**src/design/utf8_source_tokenizer_defines.svh**
```systemverilog
// Assertion macros for the UTF-8 source tokenizer.
`ifndef UTF8_SOURCE_TOKENIZER_DEFINES_SVH
`define UTF8_SOURCE_TOKENIZER_DEFINES_SVH

// Condition and consequence in the same cycle.
`define UST_ASSERT_IMP(label, ante, cons) \
    label: assert property (@(posedge i_clk) disable iff (!i_rst_n) (ante) |-> (cons)) \
        else $error("utf8_source_tokenizer: assertion failed");

// Consequence in the cycle after the condition.
`define UST_ASSERT_NXT(label, ante, cons) \
    label: assert property (@(posedge i_clk) disable iff (!i_rst_n) (ante) |=> (cons)) \
        else $error("utf8_source_tokenizer: assertion failed");

`endif

```
**src/design/utf8st_pkg.sv**
```systemverilog
// Shared types, token codes and byte classifiers for the UTF-8 source tokenizer.
`default_nettype none

package utf8st_pkg;

    localparam int OFFSET_BITS_DEF    = 24;
    localparam int POSITION_BITS_DEF  = 16;
    localparam int MAX_OPERATOR_BYTES = 3;
    localparam int QUEUE_DEPTH        = 4;
    localparam int LEN_BITS           = 16;

    localparam logic [5:0] K_VAR        = 6'd0;
    localparam logic [5:0] K_CONST      = 6'd1;
    localparam logic [5:0] K_FUNC       = 6'd2;
    localparam logic [5:0] K_RETURN     = 6'd3;
    localparam logic [5:0] K_IF         = 6'd4;
    localparam logic [5:0] K_ELIF       = 6'd5;
    localparam logic [5:0] K_ELSE       = 6'd6;
    localparam logic [5:0] K_FOR        = 6'd7;
    localparam logic [5:0] K_WHILE      = 6'd8;
    localparam logic [5:0] K_BREAK      = 6'd9;
    localparam logic [5:0] K_CONTINUE   = 6'd10;
    localparam logic [5:0] K_IMPORT     = 6'd11;
    localparam logic [5:0] K_EXPORT     = 6'd12;
    localparam logic [5:0] K_STRUCT     = 6'd13;
    localparam logic [5:0] K_UNION      = 6'd14;
    localparam logic [5:0] K_BOOL       = 6'd15;
    localparam logic [5:0] K_NULL       = 6'd16;
    localparam logic [5:0] K_IDENT      = 6'd17;
    localparam logic [5:0] K_NUMBER     = 6'd18;
    localparam logic [5:0] K_STRING     = 6'd19;
    localparam logic [5:0] K_CHAR       = 6'd20;
    localparam logic [5:0] K_PLUS       = 6'd21;
    localparam logic [5:0] K_MINUS      = 6'd22;
    localparam logic [5:0] K_STAR       = 6'd23;
    localparam logic [5:0] K_SLASH      = 6'd24;
    localparam logic [5:0] K_PERCENT    = 6'd25;
    localparam logic [5:0] K_POWER      = 6'd26;
    localparam logic [5:0] K_EQ         = 6'd27;
    localparam logic [5:0] K_NE         = 6'd28;
    localparam logic [5:0] K_GT         = 6'd29;
    localparam logic [5:0] K_LT         = 6'd30;
    localparam logic [5:0] K_GE         = 6'd31;
    localparam logic [5:0] K_LE         = 6'd32;
    localparam logic [5:0] K_AND        = 6'd33;
    localparam logic [5:0] K_OR         = 6'd34;
    localparam logic [5:0] K_NOT        = 6'd35;
    localparam logic [5:0] K_ASSIGN     = 6'd36;
    localparam logic [5:0] K_ADD_ASSIGN = 6'd37;
    localparam logic [5:0] K_SUB_ASSIGN = 6'd38;
    localparam logic [5:0] K_MUL_ASSIGN = 6'd39;
    localparam logic [5:0] K_DIV_ASSIGN = 6'd40;
    localparam logic [5:0] K_MOD_ASSIGN = 6'd41;
    localparam logic [5:0] K_LPAREN     = 6'd42;
    localparam logic [5:0] K_RPAREN     = 6'd43;
    localparam logic [5:0] K_LBRACKET   = 6'd44;
    localparam logic [5:0] K_RBRACKET   = 6'd45;
    localparam logic [5:0] K_LBRACE     = 6'd46;
    localparam logic [5:0] K_RBRACE     = 6'd47;
    localparam logic [5:0] K_COMMA      = 6'd48;
    localparam logic [5:0] K_SEMI       = 6'd49;
    localparam logic [5:0] K_COLON      = 6'd50;
    localparam logic [5:0] K_ARROW      = 6'd51;
    localparam logic [5:0] K_ELLIPSIS   = 6'd52;
    localparam logic [5:0] K_DOT        = 6'd53;
    localparam logic [5:0] K_END        = 6'd54;
    localparam logic [5:0] K_ERROR      = 6'd55;

    localparam logic [2:0] E_NONE       = 3'd0;
    localparam logic [2:0] E_OPEN_STR   = 3'd1;
    localparam logic [2:0] E_OPEN_CHAR  = 3'd2;
    localparam logic [2:0] E_EMPTY_CHAR = 3'd3;
    localparam logic [2:0] E_LONG_CHAR  = 3'd4;
    localparam logic [2:0] E_ILLEGAL    = 3'd5;

    typedef struct packed {
        logic [1:0] len;
        logic [5:0] kind;
    } t_punct;

    typedef struct packed {
        logic draining;
        logic hold_valid;
    } t_front_stat;

    function automatic int data_bits(input int ob, input int pb);
        return ((6 + 3 + ob + LEN_BITS + 2 * pb + 7) / 8) * 8;
    endfunction

    function automatic logic is_letter(input logic [7:0] b);
        return (b >= "a" && b <= "z") || (b >= "A" && b <= "Z") || b == "_";
    endfunction

    function automatic logic is_digit(input logic [7:0] b);
        return b >= "0" && b <= "9";
    endfunction

    function automatic logic is_space(input logic [7:0] b);
        return b == 8'h20 || b == 8'h09 || b == 8'h0A || b == 8'h0D;
    endfunction

    function automatic logic is_ideograph(input logic [7:0] b0, input logic [7:0] b1,
                                          input logic [7:0] b2);
        return (b0 >= 8'hE4) && (b0 <= 8'hE9) && (b1[7:6] == 2'b10) && (b2[7:6] == 2'b10)
            && !(b0 == 8'hE4 && b1 < 8'hB8);
    endfunction

    function automatic logic [5:0] word_kind(input logic [5:0][7:0] w,
                                             input logic [LEN_BITS-1:0] len);
        logic [5:0] k;
        k = K_IDENT;
        if (len == LEN_BITS'(3)) begin
            unique case ({w[0], w[1], w[2]})
                24'hE4BBA4: k = K_VAR;
                24'hE68192: k = K_CONST;
                24'hE587BD: k = K_FUNC;
                24'hE8BF94: k = K_RETURN;
                24'hE88BA5: k = K_IF;
                24'hE4BAA6: k = K_ELIF;
                24'hE58899: k = K_ELSE;
                24'hE9818D: k = K_FOR;
                24'hE5BD93: k = K_WHILE;
                24'hE692A4: k = K_BREAK;
                24'hE8BF87: k = K_CONTINUE;
                24'hE7BB84: k = K_STRUCT;
                24'hE59BA2: k = K_UNION;
                24'hE79C9F: k = K_BOOL;
                24'hE58187: k = K_BOOL;
                24'hE7A9BA: k = K_NULL;
                default:    k = K_IDENT;
            endcase
        end else if (len == LEN_BITS'(6)) begin
            unique case ({w[0], w[1], w[2], w[3], w[4], w[5]})
                48'hE5AFBCE585A5: k = K_IMPORT;
                48'hE5AFBCE587BA: k = K_EXPORT;
                default:          k = K_IDENT;
            endcase
        end
        return k;
    endfunction

    function automatic t_punct punct_match(input logic [7:0] b0, input logic [7:0] b1,
                                           input logic [7:0] b2, input logic [1:0] cnt);
        t_punct r;
        r = '{len: 2'd0, kind: K_ERROR};
        if (cnt == 2'd3) begin
            unique case ({b0, b1, b2})
                "...":      r = '{len: 2'd3, kind: K_ELLIPSIS};
                24'hEFBC81: r = '{len: 2'd3, kind: K_NOT};
                24'hEFBC88: r = '{len: 2'd3, kind: K_LPAREN};
                24'hEFBC89: r = '{len: 2'd3, kind: K_RPAREN};
                24'hEFBC8C: r = '{len: 2'd3, kind: K_COMMA};
                24'hEFBC9B: r = '{len: 2'd3, kind: K_SEMI};
                24'hEFBC9A: r = '{len: 2'd3, kind: K_COLON};
                default:    r = '{len: 2'd0, kind: K_ERROR};
            endcase
        end
        if (r.len == 2'd0 && cnt >= 2'd2) begin
            unique case ({b0, b1})
                "**":    r = '{len: 2'd2, kind: K_POWER};
                "==":    r = '{len: 2'd2, kind: K_EQ};
                "!=":    r = '{len: 2'd2, kind: K_NE};
                ">=":    r = '{len: 2'd2, kind: K_GE};
                "<=":    r = '{len: 2'd2, kind: K_LE};
                "&&":    r = '{len: 2'd2, kind: K_AND};
                "||":    r = '{len: 2'd2, kind: K_OR};
                "+=":    r = '{len: 2'd2, kind: K_ADD_ASSIGN};
                "-=":    r = '{len: 2'd2, kind: K_SUB_ASSIGN};
                "*=":    r = '{len: 2'd2, kind: K_MUL_ASSIGN};
                "/=":    r = '{len: 2'd2, kind: K_DIV_ASSIGN};
                "%=":    r = '{len: 2'd2, kind: K_MOD_ASSIGN};
                "=>":    r = '{len: 2'd2, kind: K_ARROW};
                default: r = '{len: 2'd0, kind: K_ERROR};
            endcase
        end
        if (r.len == 2'd0 && cnt >= 2'd1) begin
            unique case (b0)
                "+":     r = '{len: 2'd1, kind: K_PLUS};
                "-":     r = '{len: 2'd1, kind: K_MINUS};
                "*":     r = '{len: 2'd1, kind: K_STAR};
                "/":     r = '{len: 2'd1, kind: K_SLASH};
                "%":     r = '{len: 2'd1, kind: K_PERCENT};
                ">":     r = '{len: 2'd1, kind: K_GT};
                "<":     r = '{len: 2'd1, kind: K_LT};
                "!":     r = '{len: 2'd1, kind: K_NOT};
                "=":     r = '{len: 2'd1, kind: K_ASSIGN};
                "(":     r = '{len: 2'd1, kind: K_LPAREN};
                ")":     r = '{len: 2'd1, kind: K_RPAREN};
                "[":     r = '{len: 2'd1, kind: K_LBRACKET};
                "]":     r = '{len: 2'd1, kind: K_RBRACKET};
                "{":     r = '{len: 2'd1, kind: K_LBRACE};
                "}":     r = '{len: 2'd1, kind: K_RBRACE};
                ",":     r = '{len: 2'd1, kind: K_COMMA};
                ";":     r = '{len: 2'd1, kind: K_SEMI};
                ":":     r = '{len: 2'd1, kind: K_COLON};
                ".":     r = '{len: 2'd1, kind: K_DOT};
                default: r = '{len: 2'd0, kind: K_ERROR};
            endcase
        end
        return r;
    endfunction

endpackage

`default_nettype wire

```
**src/design/utf8st_tokq.sv**
```systemverilog
// Short register queue of finished tokens between the lexer and the output port.
`default_nettype none

module utf8st_tokq #(
    parameter int WIDTH = 8,
    parameter int DEPTH = utf8st_pkg::QUEUE_DEPTH
) (
    input  wire logic             i_clk,
    input  wire logic             i_rst_n,
    input  wire logic             i_push,
    input  wire logic [WIDTH-1:0] i_data,
    output logic                  o_full,
    output logic                  o_valid,
    input  wire logic             i_ready,
    output logic [WIDTH-1:0]      o_data
);

    localparam int AW = $clog2(DEPTH);
    localparam int CW = $clog2(DEPTH + 1);

    logic [WIDTH-1:0] r_mem [DEPTH];
    logic [AW-1:0]    r_wp, n_wp, r_rp, n_rp;
    logic [CW-1:0]    r_count, n_count;
    logic             w_pop;

    assign o_valid = (r_count != '0);
    assign o_full  = (r_count == CW'(DEPTH));
    assign o_data  = r_mem[r_rp];
    assign w_pop   = o_valid && i_ready;

    always_comb begin
        n_wp    = r_wp;
        n_rp    = r_rp;
        n_count = r_count;
        if (i_push) begin
            n_wp = (r_wp == AW'(DEPTH - 1)) ? '0 : r_wp + AW'(1);
        end
        if (w_pop) begin
            n_rp = (r_rp == AW'(DEPTH - 1)) ? '0 : r_rp + AW'(1);
        end
        if (i_push && !w_pop) begin
            n_count = r_count + CW'(1);
        end else if (!i_push && w_pop) begin
            n_count = r_count - CW'(1);
        end
    end

    always_ff @(posedge i_clk) begin
        if (!i_rst_n) begin
            r_wp    <= '0;
            r_rp    <= '0;
            r_count <= '0;
        end else begin
            r_wp    <= n_wp;
            r_rp    <= n_rp;
            r_count <= n_count;
        end
    end

    always_ff @(posedge i_clk) begin
        if (i_push) begin
            r_mem[r_wp] <= i_data;
        end
    end

endmodule

`default_nettype wire

```
**src/design/utf8st_front.sv**
```systemverilog
// Lexer front end: lookahead window, position tracking, one step per unstalled cycle.
`default_nettype none

module utf8st_front #(
    parameter int OFFSET_BITS   = utf8st_pkg::OFFSET_BITS_DEF,
    parameter int POSITION_BITS = utf8st_pkg::POSITION_BITS_DEF
) (
    input  wire logic                     i_clk,
    input  wire logic                     i_rst_n,
    input  wire logic                     i_valid,
    input  wire logic [7:0]               i_byte,
    input  wire logic                     i_end,
    output logic                          o_ready,
    input  wire logic                     i_q_full,
    output logic                          o_push,
    output logic [utf8st_pkg::data_bits(OFFSET_BITS, POSITION_BITS)-1:0] o_push_data,
    output logic                          o_push_last,
    output utf8st_pkg::t_front_stat       o_stat
);

    localparam int DB = utf8st_pkg::data_bits(OFFSET_BITS, POSITION_BITS);
    localparam int WN = utf8st_pkg::MAX_OPERATOR_BYTES;
    localparam int LB = utf8st_pkg::LEN_BITS;
    localparam int OB = OFFSET_BITS;
    localparam int PB = POSITION_BITS;

    localparam logic [2:0] M_IDLE      = 3'd0;
    localparam logic [2:0] M_IDENT     = 3'd1;
    localparam logic [2:0] M_NUMBER    = 3'd2;
    localparam logic [2:0] M_STRING    = 3'd3;
    localparam logic [2:0] M_CHAR_OPEN = 3'd4;
    localparam logic [2:0] M_CHAR_ESC  = 3'd5;
    localparam logic [2:0] M_CHAR_BODY = 3'd6;

    logic [2:0]         r_mode, n_mode;
    logic [WN-1:0][7:0] r_win, n_win;
    logic [1:0]         r_cnt, n_cnt;
    logic [5:0][7:0]    r_word;
    logic               r_esc, n_esc, r_dot, n_dot, r_drain, n_drain, r_hold_v, n_hold_v;
    logic [DB-1:0]      r_hold, n_hold;
    logic [LB-1:0]      r_tok_len, n_tok_len;
    logic [OB-1:0]      r_tstart, n_tstart, r_off, n_off;
    logic [PB-1:0]      r_sline, n_sline, r_scol, n_scol, r_line, n_line, r_col, n_col;

    logic [1:0] d_cons, d_plen, d_add, d_store;
    logic       d_emit, d_end, d_pend, d_mark, d_dot, d_esc;
    logic [5:0] d_kind;
    logic [2:0] d_err, d_mode;

    logic [7:0]          b0, b1, b2;
    logic                w_ideo, w_active, w_finish, w_can, w_blocked, w_fire, w_acc;
    utf8st_pkg::t_punct  w_punct;
    logic [DB-1:0]       w_new;
    logic [2:0]          w_tl;
    logic [LB:0]         w_len_sum;
    logic [PB:0]         w_col_sum;
    logic [1:0]          w_cnt_sh;

    assign b0       = r_win[0];
    assign b1       = r_win[1];
    assign b2       = r_win[2];
    assign w_ideo   = (r_cnt == 2'd3) && utf8st_pkg::is_ideograph(b0, b1, b2);
    assign w_punct  = utf8st_pkg::punct_match(b0, b1, b2, r_cnt);
    assign w_active = (r_cnt == 2'd3) || (r_drain && r_cnt != 2'd0);
    assign w_finish = r_drain && (r_cnt == 2'd0);
    assign w_tl     = r_tok_len[2:0];

    always_comb begin
        d_cons  = 2'd0;
        d_plen  = 2'd0;
        d_add   = 2'd0;
        d_store = 2'd0;
        d_emit  = 1'b0;
        d_end   = 1'b0;
        d_pend  = 1'b0;
        d_mark  = 1'b0;
        d_dot   = r_dot;
        d_esc   = r_esc;
        d_kind  = utf8st_pkg::K_ERROR;
        d_err   = utf8st_pkg::E_NONE;
        d_mode  = r_mode;
        if (w_active) begin
            unique case (r_mode)
                M_IDLE: begin
                    if (utf8st_pkg::is_space(b0)) begin
                        d_cons = 2'd1;
                    end else if (utf8st_pkg::is_letter(b0) || w_ideo) begin
                        d_mark = 1'b1;
                        d_mode = M_IDENT;
                    end else if (utf8st_pkg::is_digit(b0)) begin
                        d_mark = 1'b1;
                        d_dot  = 1'b0;
                        d_mode = M_NUMBER;
                    end else if (b0 == "\"") begin
                        d_cons = 2'd1;
                        d_mark = 1'b1;
                        d_esc  = 1'b0;
                        d_mode = M_STRING;
                    end else if (b0 == "'") begin
                        d_cons = 2'd1;
                        d_mark = 1'b1;
                        d_mode = M_CHAR_OPEN;
                    end else if (w_punct.len != 2'd0) begin
                        d_emit = 1'b1;
                        d_kind = w_punct.kind;
                        d_plen = w_punct.len;
                        d_cons = w_punct.len;
                    end else begin
                        d_emit = 1'b1;
                        d_kind = utf8st_pkg::K_ERROR;
                        d_err  = utf8st_pkg::E_ILLEGAL;
                        d_plen = 2'd1;
                        d_cons = 2'd1;
                    end
                end
                M_IDENT: begin
                    if (utf8st_pkg::is_letter(b0) || utf8st_pkg::is_digit(b0)) begin
                        d_store = 2'd1;
                        d_add   = 2'd1;
                        d_cons  = 2'd1;
                    end else if (w_ideo) begin
                        d_store = 2'd3;
                        d_add   = 2'd3;
                        d_cons  = 2'd3;
                    end else begin
                        d_emit = 1'b1;
                        d_pend = 1'b1;
                        d_kind = utf8st_pkg::word_kind(r_word, r_tok_len);
                        d_mode = M_IDLE;
                    end
                end
                M_NUMBER: begin
                    if (utf8st_pkg::is_digit(b0)) begin
                        d_add  = 2'd1;
                        d_cons = 2'd1;
                    end else if (b0 == "." && !r_dot && r_cnt >= 2'd2
                                 && utf8st_pkg::is_digit(b1)) begin
                        d_dot  = 1'b1;
                        d_add  = 2'd1;
                        d_cons = 2'd1;
                    end else begin
                        d_emit = 1'b1;
                        d_pend = 1'b1;
                        d_kind = utf8st_pkg::K_NUMBER;
                        d_mode = M_IDLE;
                    end
                end
                M_STRING: begin
                    if (b0 == "\"" && !r_esc) begin
                        d_cons = 2'd1;
                        d_emit = 1'b1;
                        d_pend = 1'b1;
                        d_kind = utf8st_pkg::K_STRING;
                        d_mode = M_IDLE;
                    end else begin
                        d_esc  = (b0 == "\\") ? !r_esc : 1'b0;
                        d_add  = 2'd1;
                        d_cons = 2'd1;
                    end
                end
                M_CHAR_OPEN: begin
                    if (b0 == "\\") begin
                        d_add  = 2'd1;
                        d_cons = 2'd1;
                        d_mode = M_CHAR_ESC;
                    end else if (b0 == "'") begin
                        d_emit = 1'b1;
                        d_pend = 1'b1;
                        d_err  = utf8st_pkg::E_EMPTY_CHAR;
                        d_mode = M_IDLE;
                    end else begin
                        d_add  = 2'd1;
                        d_cons = 2'd1;
                        d_mode = M_CHAR_BODY;
                    end
                end
                M_CHAR_ESC: begin
                    if (b0 == "'") begin
                        d_emit = 1'b1;
                        d_pend = 1'b1;
                        d_err  = utf8st_pkg::E_EMPTY_CHAR;
                        d_mode = M_IDLE;
                    end else begin
                        d_add  = 2'd1;
                        d_cons = 2'd1;
                        d_mode = M_CHAR_BODY;
                    end
                end
                M_CHAR_BODY: begin
                    d_emit = 1'b1;
                    d_pend = 1'b1;
                    d_mode = M_IDLE;
                    if (b0 == "'") begin
                        d_cons = 2'd1;
                        d_kind = utf8st_pkg::K_CHAR;
                    end else begin
                        d_err = utf8st_pkg::E_LONG_CHAR;
                    end
                end
                default: begin
                    d_mode = M_IDLE;
                end
            endcase
        end else if (w_finish) begin
            d_emit = 1'b1;
            d_pend = 1'b1;
            d_mode = M_IDLE;
            unique case (r_mode)
                M_IDENT:     d_kind = utf8st_pkg::word_kind(r_word, r_tok_len);
                M_NUMBER:    d_kind = utf8st_pkg::K_NUMBER;
                M_STRING:    d_err  = utf8st_pkg::E_OPEN_STR;
                M_CHAR_OPEN: d_err  = utf8st_pkg::E_OPEN_CHAR;
                M_CHAR_ESC,
                M_CHAR_BODY: d_err  = utf8st_pkg::E_LONG_CHAR;
                default: begin
                    d_pend = 1'b0;
                    d_end  = 1'b1;
                    d_kind = utf8st_pkg::K_END;
                end
            endcase
        end
    end

    always_comb begin
        if (d_pend) begin
            w_new = DB'({r_scol, r_sline, r_tok_len, r_tstart, d_err, d_kind});
        end else begin
            w_new = DB'({r_col, r_line, LB'(d_plen), r_off, d_err, d_kind});
        end
    end

    // A token whose last transfer is not yet known waits in the hold register.
    assign w_can     = (w_active || w_finish) && !i_q_full;
    assign w_blocked = r_hold_v && d_emit;
    assign w_fire    = w_can && !w_blocked;
    assign o_ready   = !r_drain && ((r_cnt != 2'd3) || (w_fire && d_cons != 2'd0));
    assign w_acc     = i_valid && o_ready;
    assign o_stat    = '{draining: r_drain, hold_valid: r_hold_v};

    always_comb begin
        o_push      = 1'b0;
        o_push_data = w_new;
        o_push_last = 1'b0;
        n_hold_v    = r_hold_v;
        n_hold      = r_hold;
        if (w_can && w_blocked) begin
            o_push      = 1'b1;
            o_push_data = r_hold;
            n_hold_v    = 1'b0;
        end else if (w_fire) begin
            if (r_drain) begin
                o_push      = d_emit;
                o_push_last = d_end;
            end else if (d_emit && d_cons != 2'd0) begin
                o_push      = 1'b1;
                o_push_last = 1'b1;
            end else if (d_emit) begin
                n_hold_v = 1'b1;
                n_hold   = w_new;
            end else if (d_cons != 2'd0 && r_hold_v) begin
                o_push      = 1'b1;
                o_push_data = r_hold;
                o_push_last = 1'b1;
                n_hold_v    = 1'b0;
            end
        end
    end

    always_comb begin
        n_mode    = r_mode;
        n_win     = r_win;
        n_cnt     = r_cnt;
        n_esc     = r_esc;
        n_dot     = r_dot;
        n_drain   = r_drain;
        n_tok_len = r_tok_len;
        n_tstart  = r_tstart;
        n_sline   = r_sline;
        n_scol    = r_scol;
        n_line    = r_line;
        n_col     = r_col;
        n_off     = r_off;
        w_len_sum = {1'b0, r_tok_len} + (LB + 1)'(d_add);
        w_col_sum = {1'b0, r_col} + (PB + 1)'(d_cons);
        w_cnt_sh  = r_cnt;
        if (w_fire) begin
            w_cnt_sh = r_cnt - d_cons;
            case (d_cons)
                2'd1:    n_win = {8'h00, r_win[2], r_win[1]};
                2'd2:    n_win = {8'h00, 8'h00, r_win[2]};
                2'd3:    n_win = '0;
                default: n_win = r_win;
            endcase
            if (d_cons != 2'd0) begin
                n_off = r_off + OB'(d_cons);
                if (d_cons == 2'd1 && b0 == 8'h0A) begin
                    n_line = (r_line != '1) ? r_line + PB'(1) : r_line;
                    n_col  = PB'(1);
                end else begin
                    n_col = w_col_sum[PB] ? '1 : w_col_sum[PB-1:0];
                end
            end
            n_mode = d_mode;
            n_dot  = d_dot;
            n_esc  = d_esc;
            if (d_mark) begin
                n_tstart  = n_off;
                n_sline   = n_line;
                n_scol    = n_col;
                n_tok_len = '0;
            end else begin
                n_tok_len = w_len_sum[LB] ? '1 : w_len_sum[LB-1:0];
            end
            if (d_end) begin
                n_mode    = M_IDLE;
                n_cnt     = 2'd0;
                n_esc     = 1'b0;
                n_dot     = 1'b0;
                n_drain   = 1'b0;
                n_tok_len = '0;
                n_tstart  = '0;
                n_sline   = PB'(1);
                n_scol    = PB'(1);
                n_line    = PB'(1);
                n_col     = PB'(1);
                n_off     = '0;
            end else begin
                n_cnt = w_cnt_sh;
            end
        end
        if (w_acc) begin
            if (i_end) begin
                n_drain = 1'b1;
            end else begin
                n_win[w_cnt_sh] = i_byte;
                n_cnt           = w_cnt_sh + 2'd1;
            end
        end
    end

    always_ff @(posedge i_clk) begin
        if (!i_rst_n) begin
            r_mode    <= M_IDLE;
            r_cnt     <= 2'd0;
            r_esc     <= 1'b0;
            r_dot     <= 1'b0;
            r_drain   <= 1'b0;
            r_hold_v  <= 1'b0;
            r_tok_len <= '0;
            r_tstart  <= '0;
            r_sline   <= PB'(1);
            r_scol    <= PB'(1);
            r_line    <= PB'(1);
            r_col     <= PB'(1);
            r_off     <= '0;
        end else begin
            r_mode    <= n_mode;
            r_cnt     <= n_cnt;
            r_esc     <= n_esc;
            r_dot     <= n_dot;
            r_drain   <= n_drain;
            r_hold_v  <= n_hold_v;
            r_tok_len <= n_tok_len;
            r_tstart  <= n_tstart;
            r_sline   <= n_sline;
            r_scol    <= n_scol;
            r_line    <= n_line;
            r_col     <= n_col;
            r_off     <= n_off;
        end
    end

    // The first six bytes of an identifier are kept for keyword matching.
    always_ff @(posedge i_clk) begin
        r_win  <= n_win;
        r_hold <= n_hold;
        if (w_fire && d_store != 2'd0 && r_tok_len < LB'(6)) begin
            for (int i = 0; i < 6; i++) begin
                if (3'(i) >= w_tl && {1'b0, 3'(i)} < {1'b0, w_tl} + {2'b00, d_store}) begin
                    r_word[i] <= r_win[2'(3'(i) - w_tl)];
                end
            end
        end
    end

endmodule

`default_nettype wire

```
**src/design/utf8_source_tokenizer.sv**
```systemverilog
// Top level of the UTF-8 source tokenizer: lexer front end and token queue.
// Takes one source byte per cycle while the lexer is not stalled; a step that ends a token
// without taking its byte holds the input, and no byte is taken while the end item drains.
// A token passes from the window register through the lexing step into the token queue.
// The four-entry token queue lets the lexer run on while the output is stalled.
// Synchronous active-low reset returns line and column to one and the offset to zero.
`default_nettype none

module utf8_source_tokenizer #(
    parameter int OFFSET_BITS   = utf8st_pkg::OFFSET_BITS_DEF,
    parameter int POSITION_BITS = utf8st_pkg::POSITION_BITS_DEF
) (
    input  wire logic       i_clk,
    input  wire logic       i_rst_n,
    input  wire logic       i_s_tvalid,
    output logic            o_s_tready,
    input  wire logic [7:0] i_s_tdata,  // source_byte
    input  wire logic [0:0] i_s_tuser,  // is_end
    output logic            o_m_tvalid,
    input  wire logic       i_m_tready,
    // token_kind, error_kind, start_offset, token_length, token_line, token_column
    output logic [utf8st_pkg::data_bits(OFFSET_BITS, POSITION_BITS)-1:0] o_m_tdata,
    output logic            o_m_tlast   // last_of_run
);

`include "utf8_source_tokenizer_defines.svh"

    localparam int DB = utf8st_pkg::data_bits(OFFSET_BITS, POSITION_BITS);

    logic                    w_push, w_push_last, w_q_full;
    logic [DB-1:0]           w_push_data;
    logic [DB:0]             w_q_out;
    utf8st_pkg::t_front_stat w_stat;

    utf8st_front #(
        .OFFSET_BITS   (OFFSET_BITS),
        .POSITION_BITS (POSITION_BITS)
    ) u_front (
        .i_clk       (i_clk),
        .i_rst_n     (i_rst_n),
        .i_valid     (i_s_tvalid),
        .i_byte      (i_s_tdata),
        .i_end       (i_s_tuser[0]),
        .o_ready     (o_s_tready),
        .i_q_full    (w_q_full),
        .o_push      (w_push),
        .o_push_data (w_push_data),
        .o_push_last (w_push_last),
        .o_stat      (w_stat)
    );

    utf8st_tokq #(
        .WIDTH (DB + 1),
        .DEPTH (utf8st_pkg::QUEUE_DEPTH)
    ) u_tokq (
        .i_clk   (i_clk),
        .i_rst_n (i_rst_n),
        .i_push  (w_push),
        .i_data  ({w_push_last, w_push_data}),
        .o_full  (w_q_full),
        .o_valid (o_m_tvalid),
        .i_ready (i_m_tready),
        .o_data  (w_q_out)
    );

    assign o_m_tdata = w_q_out[DB-1:0];
    assign o_m_tlast = w_q_out[DB];

    `UST_ASSERT_IMP(a_queue_no_overflow, w_push, !w_q_full)
    `UST_ASSERT_IMP(a_no_hold_in_drain, w_stat.hold_valid, !w_stat.draining)
    `UST_ASSERT_IMP(a_end_is_last, o_m_tvalid && o_m_tdata[5:0] == utf8st_pkg::K_END, o_m_tlast)
    `UST_ASSERT_NXT(a_end_starts_drain, i_s_tvalid && o_s_tready && i_s_tuser[0], w_stat.draining)

endmodule

`default_nettype wire

```
**config.mk**
```make
export PLATFORM = sky130hd
export DESIGN_NAME = utf8_source_tokenizer
export DESIGN_NICKNAME = d
export VERILOG_FILES = /design/src/design/utf8st_pkg.sv /design/src/design/utf8st_tokq.sv /design/src/design/utf8st_front.sv /design/src/design/utf8_source_tokenizer.sv
export VERILOG_INCLUDE_DIRS = /design/src /design/src/design
export SDC_FILE = /design/constraint.sdc
export NUM_CORES = 1
export LEC_CHECK = 0
export CORE_ASPECT_RATIO = 0.5
export CORE_MARGIN = 2
export CORE_UTILIZATION = 44
export CTS_CLUSTER_SIZE = 10
export DETAILED_ROUTE_END_ITERATION = 12
export DONT_BUFFER_PORTS = 1
export SYNTH_ARGS = -nofsm -noshare
export SYNTH_HDL_FRONTEND = slang
export SYNTH_HIERARCHICAL = 1
export SYNTH_SLANG_ARGS = --single-unit
```
**constraint.sdc**
```tcl
create_clock -name i_clk -period 18.46 [get_ports i_clk]
set_input_delay 0.923 -clock i_clk [delete_from_list [all_inputs] [get_ports i_clk]]
set_output_delay 0.923 -clock i_clk [all_outputs]
set_load 0.02 [all_outputs]
```
# --- Word level (Yosys, flattened, before mapping) ---
# Memory sizes are Yosys's and may differ from the RTL's. A register that Yosys moved wholly into a read port is not among the register bits.
# Index checks and enable logic that the tools add are counted.
op_classes:
  n_shift: 0
  bitwise: 4
  add_sub_neg: 17
  n_mux: 200
  order_cmp: 34
  n_mul: 0
  reduce_logical: 91
  n_div: 0
  n_eq_ne: 100
ops:
  columns: ["cell", "count"]
  rows:
  - ["$eq 24x24->1 const B", 22]
  - ["$mux 88", 6]
  - ["$mux 16", 15]
  - ["$eq 16x14->1 const B", 12]
  - ["$mux 24", 7]
  - ["$eq 8x6->1 const B", 18]
  - ["$pmux 7 s19", 1]
  - ["$pmux 8 s13", 1]
  - ["$bmux 8 s2", 6]
  - ["$eq 48x48->1 const B", 2]
  - ["$mux 6", 16]
  - ["$mux 3", 27]
  - ["$mux 81", 1]
  - ["$mux 8", 10]
  - ["$pmux 5 s15", 1]
  - ["$pmux 24 s3", 1]
  - ["$mux 1", 62]
  - ["$mux 2", 31]
  - ["$pmux 8 s7", 1]
  - ["$eq 8x7->1 const B", 6]
  - ["$logic_and 1x1->1", 40]
  - ["$add 16x2->17", 2]
  - ["$pmux 6 s5", 1]
  - ["$add 24x2->24", 1]
  - ["other kinds (69)", 156]
word_totals:
  input_bits: 13
  mem_count: 1
  latchBits: 0
  output_inout_bits: 91
  ramBits: 356
  rom_bits: 0
  word_cells: 473
  register_bits: 304
mem_list:
  columns: ["name", "depth", "word_bits", "read_ports", "rd_ports_with_merged_regs", "wr", "line", "text"]
  rows:
  - ["u_tokq.r_mem", 4, 89, 1, 1, 1, "utf8st_tokq.sv:21", "logic [WIDTH-1:0] r_mem [DEPTH];"]

# --- Logic depth before layout (Yosys ltp) ---
depth:
  word_depth: 30
  mapped_depth: 22
  mapped_depth_nobuf: 18

# --- Modules after synthesis ---
# Netlist, hierarchy kept.
by_module_without_submodules:
  columns: ["mod", "seq_area_each_um2", "n_inst", "area_each_um2", "cells_each"]
  rows:
  - ["utf8st_front", 7096.8, 1, 17346.6, 2087]
  - ["utf8st_tokq", 10870.4, 1, 13279.0, 511]

# --- Worst setup path before layout ---
# OpenSTA, ideal clock, no wires.
synth_path:
  kind: "reg-to-reg"
  start: "reg u_front.r_win, in the netlist u_front/b0[4]"
  end: "reg u_front.r_hold[0], enable pin"
  n_path_buf: 3
  t_required_ps: 17740
  setup_ps: 720
  period_less_slack_ps: 11412
  arrival_time_ps: 10692
  setup_slack_ps: 7048
  stages_incl_launch_ff: 11
  path_cell_list: "dfxtp_1 clkbuf_1 nor4b_2 nand4_1 nor4_1 o41ai_2 a2111oi_4 a21oi_1 clkbuf_1 buf_1 nor4_1"
synth_between:
  elab_chain_cells: 22
  elab_cells_between_ends: 126
  cone_classes: "8 x order compare; 48 x eq/ne; 35 x mux; 2 x bitwise; 33 x reduce/logical"
synth_lines:
  columns: ["item", "line", "text"]
  rows:
  - ["start: declaration", "utf8st_front.sv:36", "logic [WN-1:0][7:0] r_win, n_win;"]
  - ["start signal: assignment", "utf8st_front.sv:375", "r_win <= n_win;"]
  - ["$eq 24x24->1 / $eq 24x22->1 (equally long branches)", "utf8st_pkg.sv:147", "unique case ({b0, b1, b2})"]
  - ["$pmux 8 s7", "utf8st_pkg.sv:147", null]
  - ["$mux 8", "utf8st_pkg.sv:146", "if (cnt == 2'd3) begin"]
  - ["$logic_not 2->1", "utf8st_pkg.sv:158", "if (r.len == 2'd0 && cnt >= 2'd2) begin"]
  - ["$logic_and 1x1->1", "utf8st_pkg.sv:158", null]
  - ["$mux 8", "utf8st_pkg.sv:158", null]
  - ["$logic_not 2->1", "utf8st_pkg.sv:176", "if (r.len == 2'd0 && cnt >= 2'd1) begin"]
  - ["$logic_and 1x1->1", "utf8st_pkg.sv:176", null]
  - ["[6 not listed]", null, null]
  - ["$mux 2", "utf8st_front.sv:87", "end else if (utf8st_pkg::is_letter(b0) || w_ideo) begin"]
  - ["$mux 2", "utf8st_front.sv:85", "if (utf8st_pkg::is_space(b0)) begin"]
  - ["$pmux 2 s7", "utf8st_front.sv:83", "unique case (r_mode)"]
  - ["$mux 2", "utf8st_front.sv:82", "if (w_active) begin"]
  - ["$reduce_bool 2->1", "utf8st_front.sv:254", "end else if (d_emit && d_cons != 2'd0) begin"]
  - ["$logic_and 1x1->1", "utf8st_front.sv:254", null]
  - ["$not 1->1 (no source line)", null, null]
  - ["$reduce_and 5->1 (no source line) (*)", null, null]
  - ["end signal: assignment", "utf8st_front.sv:376", "r_hold <= n_hold;"]
  - ["end: declaration", "utf8st_front.sv:40", "logic [DB-1:0] r_hold, n_hold;"]
# Mark *: on every way between the ends. The rest lies on a longest branch, timed or not.
# A chain may end at the register's enable or synchronous reset.

# --- Final worst setup path ---
layout_path:
  start: "reg u_front.r_win, in the netlist u_front/b0[4]"
  end: "mem u_tokq/r_mem[0][65] (netlist name), enable pin"
layout_between:
  elab_chain_cells: 28
  elab_cells_between_ends: 132
  cone_classes: "8 x order compare; 48 x eq/ne; 43 x mux; 33 x reduce/logical"
layout_lines:
  columns: ["item", "line", "text"]
  rows:
  - ["$eq 24x24->1 / $eq 24x22->1 (equally long branches)", "utf8st_pkg.sv:147", null]
  - ["$pmux 8 s7", "utf8st_pkg.sv:147", null]
  - ["$mux 8", "utf8st_pkg.sv:146", null]
  - ["$logic_not 2->1", "utf8st_pkg.sv:158", null]
  - ["$logic_and 1x1->1", "utf8st_pkg.sv:158", null]
  - ["$mux 8", "utf8st_pkg.sv:158", null]
  - ["$logic_not 2->1", "utf8st_pkg.sv:176", null]
  - ["$logic_and 1x1->1", "utf8st_pkg.sv:176", null]
  - ["[13 not listed]", null, null]
  - ["$mux 1", "utf8st_front.sv:257", "end else if (d_emit) begin"]
  - ["$mux 1", "utf8st_front.sv:254", null]
  - ["$mux 1", "utf8st_front.sv:251", "if (r_drain) begin"]
  - ["$mux 1", "utf8st_front.sv:250", "end else if (w_fire) begin"]
  - ["$mux 1 (*)", "utf8st_front.sv:246", "if (w_can && w_blocked) begin"]
  - ["named net w_push", "utf8_source_tokenizer.sv:30", "logic w_push, w_push_last, w_q_full;"]
  - ["$mux 1 (*)", "utf8st_tokq.sv:61", "if (i_push) begin"]
  - ["$mux 1 (not written as such) (*)", "utf8st_tokq.sv:62", "r_mem[r_wp] <= i_data;"]
  - ["end: declaration", "utf8st_tokq.sv:21", null]
# The timed path passes the listed nets; every way through them passes the cells marked *.

==> results.yml <==
yosys:
  synth_area_per_cell_sq_um: 11.8
  yosysWarnings: 6
  netlist_area_sq_um: 30600
  synth_cells: 2596
power_and_ir_drop:
  finalPower_mw: 3.95
  switching_share_pct: 31.2
  seq_power_share_pct: 44.6
  power_frac_comb_pct: 20.7
  clkPwrFrac_pct: 34.7
  leakage_nw: 11.1
  p_int_mw: 2.72
  pwr_density_cell_nw_per_um2: 118
  ir_drop_uv: 71.5
  p_switching_mw: 1.23
clocking:
  cts_root_buffer: "clkbuf_16"
  clock_path_buffers: 3
  cts_inserted_buffers: 75
  numClockSinks: 655
  clk_latency_ns: 0.63
  cts_tree: "built"
  post_cts_buffers: 0
  ctsResizeCount: 0
  htree_levels: 3
  cts_hold_buf: 0
  clk_pin_slew_ns: 0.06
placement:
  placed_cell_area_sq_um: 31400
  place_congestion: 0.912
  post-place-ws_ns: 12.09
  dp_hpwl_mm: 51.1
  placed_cells: 3367
  port_buffers: 0
route:
  drc: 0
  wl_per_cell_microns: 22.8
  via_per_inst: 6.03
  ant_nets: 0
  drt_iter0_drc: 2034
  drtPass1Iterations: 5
  wl_mm: 79.8
  num_vias: 21131
finish:
  synthToLayoutAreaGrowth_pct: 9.84
  fin_util_pct: 48.8
  layout.cells.non_filler: 3504
  nets: 2574
  drive_gt1_share_pct: 10.0
  design_area_sq_um: 33600
worst_setup_path:
  crit_required_ns: 18.70
  cp-start-kind: "register"
  worstPathArrival_ns: 6.72
  critPathMaxFanout: 58
  endpoint_kind: "register"
  crit_type: "reg -> reg"
sta:
  slew_headroom_pct: 20.2
  tns_ns: 0
  fin_ws_ns: 11.98
  drv_slew: 0
  worstMarginPinSlew_ns: 1.19
  fmax_mhz: 154
  fin_hold_ws_ns: 0.411
  setup_viol: 0
  period_share_pct: 35.1
  rsz0062_at_grt: "false"
  clock-skew-final_ns: 0.0537
  hold_viol: 0
  fin_crit_ns: 6.48
min_path:
  hold_path.class: "in -> reg"
flow_run:
  max_cap_violations: 0
die:
  die_y_microns: 191
  core-area_sq_um: 68900
  start_util_pct: 44.4
  die_area_sq_um: 71800
  die_w_microns: 377
  io_pins: 104
  std_cell_rows: 68
run_status:
  outcome: "finished clean"
global_route:
  gr-total-overflow: 0
  grt_pass1_wl_mm: 123
  antenna_found_initial: 1
  use_met3_pct: 3.92
  grt.busiest_layer: "met2"
  grt_use_met2_pct: 33.8
  grt_use_met1_pct: 32.4
  grt.total_usage_pct: 22.1
  grt_start_max_net_pins: 77
  grt_pass1_vias: 20253
path summary, 6_finish.rpt:
kind / start / end / slack [ns] / depth (start not counted)
max: u_front/b0[4] / u_tokq/r_mem[0][65] / 11.98 / 11
min: i_rst_n / u_front/r_line[0] / 0.41 / 1
max reg2reg: u_front/b0[4] / u_tokq/r_mem[0][65] / 11.98 / 11
min reg2reg: u_front/r_sline[1] / u_front/r_sline[1] / 0.45 / 2
placed cells by master, fill, tap and decap left out, drive strengths merged, types with 10 or more instances in the layout:
cell,n
a22o,10
nand3,93
o21ai,153
dfxtp,170
edfxtp,485
a21oi,123
nand4b,13
nor4,19
nand4,29
xnor2,16
a21boi,10
o211ai,11
or4,18
buf,41
nor3,60
xor2,16
nor3b,16
nor2b,22
clkbuf,130
nand2,355
o22ai,21
a31oi,70
and2,32
mux2i,64
a22oi,10
a221oi,13
mux4,89
nand2b,23
and3,32
a211oi,18
or3,26
ha,22
nor2,142
mux2,29
inv,42
power by group through the flow:
| stage | sequential (mW) | combinational, mW | clock, mW |
|---|---|---|---|
| 6_report | 1.76 | 0.819 | 1.37 |
| 5_1_grt | 1.78 | 0.880 | 1.47 |
| 4_1_cts | 1.76 | 0.821 | 1.40 |
| 3_5_place_dp | 1.79 | 0.818 | 0 |
| 3_3_place_gp | 1.79 | 0.821 | 0 |
| 2_1_floorplan | 1.68 | 0.710 | 0 |
metal layers:
layer	vias up	share of wire, %
li1	9754	-
met1	10535	46
met2	730	45
met3	112	6.7
met4	0	2.2
met5	-	0
flip-flops by register name, indices dropped and copies added (netlist names), named ones only:
signal and flops:
u_front/r_hold_v 1, u_front/r_tstart 24, u_front/r_word 48, u_front/r_line 16, u_front/r_hold 81, u_front/r_col 16, u_front/r_drain 1, u_front/r_cnt 2
u_front/b1 8, u_front/r_sline 16, u_front/r_tok_len 16, u_tokq/r_mem 356, u_tokq/r_count 3, u_tokq/r_rp 2, u_front/r_scol 16, u_front/r_dot 1
u_front/b0 8, u_tokq/r_wp 2, u_front/r_mode 3, u_front/r_off 24, u_front/b2 8, u_front/r_esc 1
final cells by class:
cell class	instances	area, sq um
diodes	1	2.50
clock inverters	6	135
clock buffers	130	2130
flip-flops and latches	655	18000
inverters	41	154
well taps	910	1140
fillers	6068	35300
multi-input cells	1720	11800
repair buffers	41	308
worst max-delay path, cell delays in order (launching register included):
cell and delay (ns):
dfxtp_1 0.90, or4b_1 0.48, or4_1 0.17, o211ai_1 0.16
o41ai_2 0.80, a2111oi_4 0.15, buf_4 0.25, a211oi_1 0.48
o21ai_0 0.17, a311oi_1 0.92, and2_4 0.64, buf_4 0.78
Note: power is estimated with default switching activity, not from simulation.
